[config.mk]
export PLATFORM = sky130hd
export DESIGN_NAME = manchester_frame_receiver_core
export DESIGN_NICKNAME = d
export VERILOG_FILES = /design/src/rtl/mfr_pkg.sv /design/src/rtl/mfr_cfg_regs.sv /design/src/rtl/mfr_bit_decoder.sv /design/src/rtl/manchester_frame_receiver_core.sv
export SDC_FILE = /design/constraint.sdc
export NUM_CORES = 1
export LEC_CHECK = 0
export ABC_AREA = 1
export ABC_CLOCK_PERIOD_IN_PS = 5100
export BUFFER_PORTS_ARGS = -buffer_cell sky130_fd_sc_hd__buf_4
export CELL_PAD_IN_SITES_DETAIL_PLACEMENT = 2
export CELL_PAD_IN_SITES_GLOBAL_PLACEMENT = 2
export CORE_MARGIN = 3
export CORE_UTILIZATION = 30
export CTS_BUF_LIST = sky130_fd_sc_hd__clkbuf_8
export DETAILED_ROUTE_END_ITERATION = 10
export GPL_TIMING_DRIVEN = 0
export PLACE_DENSITY_LB_ADDON = 0.1
export RECOVER_POWER = 25
export SLEW_MARGIN = 20
export SYNTH_ARGS = -nofsm -noshare
export SYNTH_HDL_FRONTEND = slang
export SYNTH_SLANG_ARGS = --single-unit
[constraint.sdc]
create_clock -name clk -period 5.1 [get_ports clk]
set_input_delay 1.02 -clock clk [delete_from_list [all_inputs] [get_ports clk]]
set_output_delay 1.02 -clock clk [all_outputs]
set_load 0.02 [all_outputs]
[src/rtl/mfr_pkg.sv]
// Shared types and constants for the Manchester frame receiver.
// No dependencies; imported by every module of the receiver.
`default_nettype none

package mfr_pkg;

    // frame layout
    localparam int unsigned MAX_FRAME_BYTES = 261;
    localparam int unsigned BYTE_COUNT_W    = $clog2(MAX_FRAME_BYTES + 2);
    localparam logic [BYTE_COUNT_W-1:0] BYTE_COUNT_SAT =
        BYTE_COUNT_W'(MAX_FRAME_BYTES + 1);
    localparam logic [BYTE_COUNT_W-1:0] BYTE_COUNT_MAX =
        BYTE_COUNT_W'(MAX_FRAME_BYTES);
    localparam logic [BYTE_COUNT_W-1:0] DEST_INDEX = BYTE_COUNT_W'(2);
    localparam logic [BYTE_COUNT_W-1:0] LEN_INDEX  = BYTE_COUNT_W'(3);
    localparam logic [7:0] BROADCAST_ADDR = 8'hFF;
    localparam logic [3:0] FRAME_OVERHEAD = 4'd6;

    // register reset values
    localparam logic [7:0]  NODE_ADDRESS_RST = 8'h28;
    localparam logic [15:0] HALF_BIT_RST     = 16'd700;

    // configuration port
    localparam int unsigned CFG_INDEX_W = 2;
    localparam int unsigned CFG_DATA_W  = 16;

    typedef enum logic [CFG_INDEX_W-1:0] {
        CFG_NODE_ADDRESS   = 2'd0,
        CFG_HALF_BIT_THRESHOLD = 2'd1
    } cfg_idx_t;

    typedef enum logic {
        OP_EDGE  = 1'b0,
        OP_CLEAR = 1'b1
    } op_t;

    typedef struct packed {
        logic [7:0]  node_address;
        logic [15:0] half_bit_threshold;
    } cfg_t;

    typedef struct packed {
        op_t         operation;
        logic [31:0] edge_time;
        logic        line_level;
    } in_item_t;

    typedef struct packed {
        logic       data_edge;
        logic       bit_value;
        logic       byte_done;
        logic [7:0] byte_value;
        logic [8:0] byte_index;
        logic       message_ready;
    } out_item_t;

endpackage

`default_nettype wire

[src/rtl/mfr_cfg_regs.sv]
// Configuration registers of the Manchester frame receiver.
// Depends on mfr_pkg for the register indexes and the cfg_t bundle.
`default_nettype none

module mfr_cfg_regs
    import mfr_pkg::*;
(
    input  wire logic                   clk,
    input  wire logic                   rst_n,
    input  wire logic                   wr_en,
    input  wire logic [CFG_INDEX_W-1:0] wr_index,
    input  wire logic [CFG_DATA_W-1:0]  wr_data,
    output cfg_t                        cfg
);

    logic [7:0]  node_address_reg;
    logic [7:0]  node_address_next;
    logic [15:0] half_bit_reg;
    logic [15:0] half_bit_next;

    // register write decode
    always_comb
    begin
        node_address_next = node_address_reg;
        half_bit_next     = half_bit_reg;
        if (wr_en)
        begin
            unique case (cfg_idx_t'(wr_index))
                CFG_NODE_ADDRESS:       node_address_next = wr_data[7:0];
                CFG_HALF_BIT_THRESHOLD: half_bit_next     = wr_data[15:0];
                default:                ;
            endcase
        end
    end

    always_ff @(posedge clk or negedge rst_n)
    begin
        if (!rst_n)
        begin
            node_address_reg <= NODE_ADDRESS_RST;
            half_bit_reg     <= HALF_BIT_RST;
        end
        else
        begin
            node_address_reg <= node_address_next;
            half_bit_reg     <= half_bit_next;
        end
    end

    assign cfg.node_address       = node_address_reg;
    assign cfg.half_bit_threshold = half_bit_reg;

endmodule

`default_nettype wire

[src/rtl/mfr_bit_decoder.sv]
// Receiver state and decode step for one item.
// Depends on mfr_pkg; produces the result item combinationally.
`default_nettype none

module mfr_bit_decoder
    import mfr_pkg::*;
(
    input  wire logic clk,
    input  wire logic rst_n,
    input  wire logic step_en,
    input  in_item_t  item,
    input  cfg_t      cfg,
    output out_item_t result
);

    logic                    awaiting_reg, awaiting_next;
    logic                    last_level_reg, last_level_next;
    logic [31:0]             last_time_reg, last_time_next;
    logic [2:0]              bit_count_reg, bit_count_next;
    logic [BYTE_COUNT_W-1:0] byte_count_reg, byte_count_next;
    logic [7:0]              shift_reg, shift_next;
    logic [7:0]              dest_reg, dest_next;
    logic [7:0]              length_reg, length_next;
    logic                    ready_reg, ready_next;

    logic [31:0] elapsed;
    logic        is_data;
    logic        bit_val;
    logic [7:0]  shifted;
    logic        byte_end;
    logic        accept_byte;
    logic [9:0]  needed;
    logic        addr_match;

    // edge classification
    assign elapsed = item.edge_time - last_time_reg;
    assign is_data = (awaiting_reg && !item.line_level)
                     || (elapsed > {16'd0, cfg.half_bit_threshold});
    assign bit_val = item.line_level && !last_level_reg;
    assign shifted = {shift_reg[6:0], bit_val};
    assign byte_end    = (bit_count_reg == 3'd7);
    assign accept_byte = byte_end && (byte_count_reg <= BYTE_COUNT_MAX);

    // ready check on the updated frame state
    assign needed     = 10'(FRAME_OVERHEAD) + 10'(length_next);
    assign addr_match = (dest_next == cfg.node_address) || (dest_next == BROADCAST_ADDR);

    // next state and result
    always_comb
    begin
        awaiting_next   = awaiting_reg;
        last_level_next = last_level_reg;
        last_time_next  = last_time_reg;
        bit_count_next  = bit_count_reg;
        byte_count_next = byte_count_reg;
        shift_next      = shift_reg;
        dest_next       = dest_reg;
        length_next     = length_reg;
        ready_next      = ready_reg;
        result          = '0;

        if (item.operation == OP_CLEAR)
        begin
            awaiting_next   = 1'b1;
            last_level_next = 1'b1;
            last_time_next  = '0;
            bit_count_next  = '0;
            byte_count_next = '0;
            shift_next      = '0;
            dest_next       = '0;
            length_next     = '0;
            ready_next      = 1'b0;
        end
        else
        begin
            if (is_data)
            begin
                awaiting_next    = 1'b0;
                result.data_edge = 1'b1;
                result.bit_value = bit_val;
                bit_count_next   = bit_count_reg + 3'd1;
                last_time_next   = item.edge_time;
                shift_next       = byte_end ? 8'd0 : shifted;
                if (accept_byte)
                begin
                    result.byte_done  = 1'b1;
                    result.byte_value = shifted;
                    result.byte_index = 9'(byte_count_reg);
                    if (byte_count_reg == DEST_INDEX)
                    begin
                        dest_next = shifted;
                    end
                    if (byte_count_reg == LEN_INDEX)
                    begin
                        length_next = shifted;
                    end
                    byte_count_next = byte_count_reg + BYTE_COUNT_W'(1);
                end
            end
            last_level_next = item.line_level;
            if ((byte_count_next > DEST_INDEX) && addr_match
                && (10'(byte_count_next) >= needed))
            begin
                ready_next = 1'b1;
            end
            result.message_ready = ready_next;
        end
    end

    // state registers, updated only when an item is processed
    always_ff @(posedge clk or negedge rst_n)
    begin
        if (!rst_n)
        begin
            awaiting_reg   <= 1'b1;
            last_level_reg <= 1'b1;
            last_time_reg  <= '0;
            bit_count_reg  <= '0;
            byte_count_reg <= '0;
            shift_reg      <= '0;
            dest_reg       <= '0;
            length_reg     <= '0;
            ready_reg      <= 1'b0;
        end
        else if (step_en)
        begin
            awaiting_reg   <= awaiting_next;
            last_level_reg <= last_level_next;
            last_time_reg  <= last_time_next;
            bit_count_reg  <= bit_count_next;
            byte_count_reg <= byte_count_next;
            shift_reg      <= shift_next;
            dest_reg       <= dest_next;
            length_reg     <= length_next;
            ready_reg      <= ready_next;
        end
    end

    // byte count never runs past the saturation point
    a_byte_count_sat: assert property (@(posedge clk) disable iff (!rst_n)
        byte_count_reg <= BYTE_COUNT_SAT)
        else $error("byte count past saturation");

    // a reported byte always comes from a data edge
    a_done_needs_data: assert property (@(posedge clk) disable iff (!rst_n)
        result.byte_done |-> result.data_edge)
        else $error("byte reported without data edge");

    // ready flag only falls on a clear item
    a_ready_sticky: assert property (@(posedge clk) disable iff (!rst_n)
        (step_en && ready_reg && item.operation == OP_EDGE) |=> ready_reg)
        else $error("ready flag dropped without clear");

endmodule

`default_nettype wire

[src/rtl/manchester_frame_receiver_core.sv]
// Top level of the Manchester frame receiver: input register, decode step,
// result register and configuration port. Depends on mfr_pkg, mfr_cfg_regs
// and mfr_bit_decoder.
`default_nettype none

// Each item (a timestamped line edge or a clear) gives exactly one result
// item. An item is registered on entry in the input register, decoded
// combinationally against the receiver state and held in the result
// register until it is taken, and a new item can be taken every cycle while
// the output is not stalled. A stall on the output holds the result register
// and then the input register; the input side stalls only when both are full.
// Configuration writes are always ready and should be issued only while no
// items are in flight.
module manchester_frame_receiver_core
    import mfr_pkg::*;
(
    input  wire logic                   clk,
    input  wire logic                   rst_n,
    input  wire logic                   in_valid,
    output logic                        in_stall,
    input  in_item_t                    in_item,
    output logic                        out_valid,
    input  wire logic                   out_stall,
    output out_item_t                   out_item,
    input  wire logic                   cfg_valid,
    output logic                        cfg_ready,
    input  wire logic [CFG_INDEX_W-1:0] cfg_index,
    input  wire logic [CFG_DATA_W-1:0]  cfg_data
);

    cfg_t      cfg;
    in_item_t  in_item_reg;
    logic      in_valid_reg;
    out_item_t out_item_reg;
    logic      out_valid_reg;
    out_item_t step_result;
    logic      step_fire;

    assign cfg_ready = 1'b1;

    mfr_cfg_regs u_cfg_regs (
        .clk      (clk),
        .rst_n    (rst_n),
        .wr_en    (cfg_valid && cfg_ready),
        .wr_index (cfg_index),
        .wr_data  (cfg_data),
        .cfg      (cfg)
    );

    // handshake between stages
    assign step_fire = in_valid_reg && (!out_valid_reg || !out_stall);
    assign in_stall  = in_valid_reg && !step_fire;

    // input register
    always_ff @(posedge clk or negedge rst_n)
    begin
        if (!rst_n)
        begin
            in_valid_reg <= 1'b0;
        end
        else if (!in_stall)
        begin
            in_valid_reg <= in_valid;
        end
    end

    always_ff @(posedge clk)
    begin
        if (in_valid && !in_stall)
        begin
            in_item_reg <= in_item;
        end
    end

    mfr_bit_decoder u_bit_decoder (
        .clk     (clk),
        .rst_n   (rst_n),
        .step_en (step_fire),
        .item    (in_item_reg),
        .cfg     (cfg),
        .result  (step_result)
    );

    // result register
    always_ff @(posedge clk or negedge rst_n)
    begin
        if (!rst_n)
        begin
            out_valid_reg <= 1'b0;
        end
        else if (step_fire)
        begin
            out_valid_reg <= 1'b1;
        end
        else if (!out_stall)
        begin
            out_valid_reg <= 1'b0;
        end
    end

    always_ff @(posedge clk)
    begin
        if (step_fire)
        begin
            out_item_reg <= step_result;
        end
    end

    assign out_valid = out_valid_reg;
    assign out_item  = out_item_reg;

    // a decode step always leaves a result waiting
    a_step_gives_result: assert property (@(posedge clk) disable iff (!rst_n)
        step_fire |=> out_valid_reg)
        else $error("decode step lost its result");

    // a stalled result is never overwritten
    a_no_overwrite: assert property (@(posedge clk) disable iff (!rst_n)
        (out_valid_reg && out_stall) |-> !step_fire)
        else $error("result overwritten while stalled");

    // input only stalls with a held item that cannot move on
    a_stall_reason: assert property (@(posedge clk) disable iff (!rst_n)
        in_stall |-> (in_valid_reg && out_valid_reg && out_stall))
        else $error("input stalled without cause");

endmodule

`default_nettype wire
==> results.json <==
{
  "outcome": "finished with violations",
  "violations": "max-capacitance violations, max-slew violations, negative setup slack",
  "cp-start-kind": "flip-flop",
  "tightest_slew_ps": 2700,
  "seq_area_frac_synth": 0.418,
  "slowest_delay_ps": 450,
  "ys_warn_count": 0,
  "drv_cap": 1,
  "final_net_count": 1543,
  "insertion_delay_ps": 510,
  "cpMostUsedCell": "nand2_1",
  "synth_top_area_share": 0.221,
  "final_core_util": 0.374,
  "grtUsageMet2": 0.350,
  "worst_setup_path_end_kind": "flip-flop",
  "wirelength_um": 32600,
  "cts_sinks": 151,
  "r2r-start": "in_item_reg[9]",
  "fill_cells": 3745,
  "busiest_layer": "met2",
  "dp_worst_setup_slack_ps": -1070,
  "yosysTopAreaCell": "dfrtp_1",
  "cts.hold.buffers_added": 0,
  "critical_path_required_ps": 5550,
  "cts_buffers": 17,
  "placed_cells": 1816,
  "drtIter0Drc": 302,
  "cts-root-buf": "clkbuf_8",
  "p_leak_nw": 5.77,
  "grt_usage": 0.195,
  "hold_class": "flip-flop to flip-flop",
  "boundaryPins": 81,
  "setup_tns_ps": -411,
  "drc": 0,
  "crit_fanout": 5,
  "htreeDepth": 4,
  "worstHoldStart": "in_valid_reg",
  "cts_tree": "done",
  "antenna_found_initial": 0,
  "syn_area_um2": 9740,
  "synth_most_common_cell": "nand2_1",
  "synth_common_cells": "nand2_1 (359), inv_1 (239), nor2_1 (99)",
  "netlist_instances": 1301,
  "grt-ovfl-total": 0,
  "grt_pass1_vias": 9759,
  "clk_pin_slew_ps": 100,
  "irDropWorstVdd_mv": 0.222,
  "yosysUniqueCellTypes": 48,
  "use_met3": 0.0319,
  "synthArstFlopShare": 0.636,
  "ys_seq_elements": 151,
  "area_delta_synth_final_pct": 22.2,
  "crit_slowest_cell": "edfxtp_1",
  "grt_start_max_net_pins": 97,
  "slew_headroom": -0.798,
  "fin_hold_ws_ps": 481,
  "drt-pass1-iter-count": 4,
  "synth_edf_count": 55,
  "layout.cells.non_filler": 1871,
  "syn_avg_cell_area_um2": 7.48,
  "postRouteAntennaNets": 0,
  "crit_arrival_ps": 5760,
  "total_power_mw": 4.10,
  "vias": 8840,
  "core-area_um2": 31800,
  "drt-wirelength-per-cell_um": 17.4,
  "synth_fp_nets": 1421,
  "critical_path_class": "flip-flop to flip-flop",
  "rows": 65,
  "setup_viol": 2,
  "multi_input_area_um2": 5030,
  "clock_path_buffers": 2,
  "setup_ws_ps": -214,
  "critPathLaunch": "in_item_reg[9]",
  "rsz0062_at_grt": "true",
  "grt.met1_usage": 0.243,
  "layout-drive-gt1-share": 0.180,
  "fin_crit_sh": 1.04,
  "grt_pass1_wl_um": 52200,
  "dp.final_hpwl_um": 25200,
  "finalInstanceArea_um2": 11900,
  "viasPerCell": 4.72,
  "initial_utilization": 0.306,
  "die_w_um": 186,
  "place.gp.congestion": 0.822,
  "drv_slew": 97,
  "diodes": 0,
  "fin_skew_ps": 23.9,
  "netlist_top_cells_area": "dfrtp_1 (22%), edfxtp_1 (17%), nand2_1 (14%)",
  "die_y_um": 186,
  "fmax_mhz": 188,
  "fin_crit_ps": 5310,
  "worstHoldPathCells": 2,
  "hold_viol": 0,
  "numPortBuffers": 79,
  "synth-main-ff-cell": "dfrtp_1",
  "p_per_area_nw_per_um2": 345,
  "seqCellArea_um2": 4070,
  "placed_cell_area_um2": 10900,
  "reg2regPathDepth": 40,
  "largest_reg_flops": 34,
  "dieArea_um2": 34700
}
[worst paths after layout]
check | slack (ps) | endpoint
max | -210 | u_bit_decoder.ready_reg
min | 480 | out_valid
max reg2reg | -210 | u_bit_decoder.ready_reg
min reg2reg | 480 | out_valid
max in group asynchronous | 2170 | u_bit_decoder.last_time_reg[23]
min in group asynchronous | 1320 | u_bit_decoder.dest_reg[0]
[logic make-up (layout without fill, tap and decap cells)]
| logic type | after synthesis | count (layout) | share of synthesized area |
|---|---|---|---|
| compound gates | 157 | 157 | 0.0884 |
| fa+ha+maj | 63 | 63 | 0.0817 |
| buf+inv | 279 | 414 | 0.111 |
| flops | 151 | 151 | 0.418 |
| xor+xnor | 24 | 24 | 0.0235 |
| other cells | 1 | 1 | 0.000385 |
| simple gates | 626 | 626 | 0.278 |
[critical path, delay by kind of cell (launching register included)]
| family | cells | cell delay (ps) |
|---|---|---|
| AO/OA/AOI/OAI | 9 | 1000 |
| adder cells (fa/ha/maj) | 4 | 1020 |
| XOR/XNOR | 2 | 370 |
| flip-flops | 1 | 450 |
| AND/OR/NAND/NOR | 21 | 2120 |
| buffers and inverters | 4 | 260 |
[routing by layer]
| layer | routed length (um) | vias up |
|---|---|---|
| met5 | 0 | - |
| met1 | 14800 | 4388 |
| met3 | 649 | 33 |
| li1 | - | 4351 |
| met2 | 16600 | 68 |
| met4 | 563 | 0 |
[layout by cell type (no fill, tap or decap), types with 7 or more instances in the layout]
cell / synthesis / layout
a21oi_1: 43 / 37
a21oi_2: 1 / 7
buf_4: 1 / 67
clkbuf_1: 21 / 22
clkbuf_4: 0 / 33
clkbuf_8: 0 / 17
dfrtp_1: 86 / 86
dfstp_2: 10 / 10
edfxtp_1: 55 / 55
ha_1: 62 / 46
ha_4: 0 / 16
inv_1: 239 / 235
inv_2: 7 / 13
nand2_1: 359 / 334
nand2_2: 7 / 30
nand3_1: 91 / 84
nand3_2: 1 / 8
nand4_1: 24 / 24
nor2_1: 99 / 93
nor2_2: 9 / 9
nor2_4: 2 / 8
nor3_1: 9 / 9
o21ai_0: 85 / 82
o21ai_1: 5 / 8
xor2_1: 20 / 15
[layout make-up]
| class | count | share of cell area |
|---|---|---|
| buffer | 27 | 0.0114 |
| clock buffer | 17 | 0.0197 |
| clock inverter | 15 | 0.0137 |
| inverter | 252 | 0.0797 |
| multi-input combinational | 871 | 0.423 |
| sequential | 151 | 0.342 |
| tap | 435 | 0.0458 |
| timing repair buffer | 103 | 0.0652 |
[power by group]
part | switching [mW] | internal [mW] | leakage [nW]
Sequential | 0.0668 | 1.40 | 1.77
Combinational | 1.05 | 0.601 | 3.79
Clock | 0.505 | 0.478 | 0.214
Total | 1.62 | 2.48 | 5.77
[repair_timing]
| action | 4_1_cts | 5_1_grt |
|---|---|---|
| buffers inserted | 14 | 9 |
| resized for setup | 66 | 29 |
| pin swaps | 33 | 31 |
| setup endpoints to repair | 2 | 2 |
Note: power is estimated with default switching activity, not from simulation.
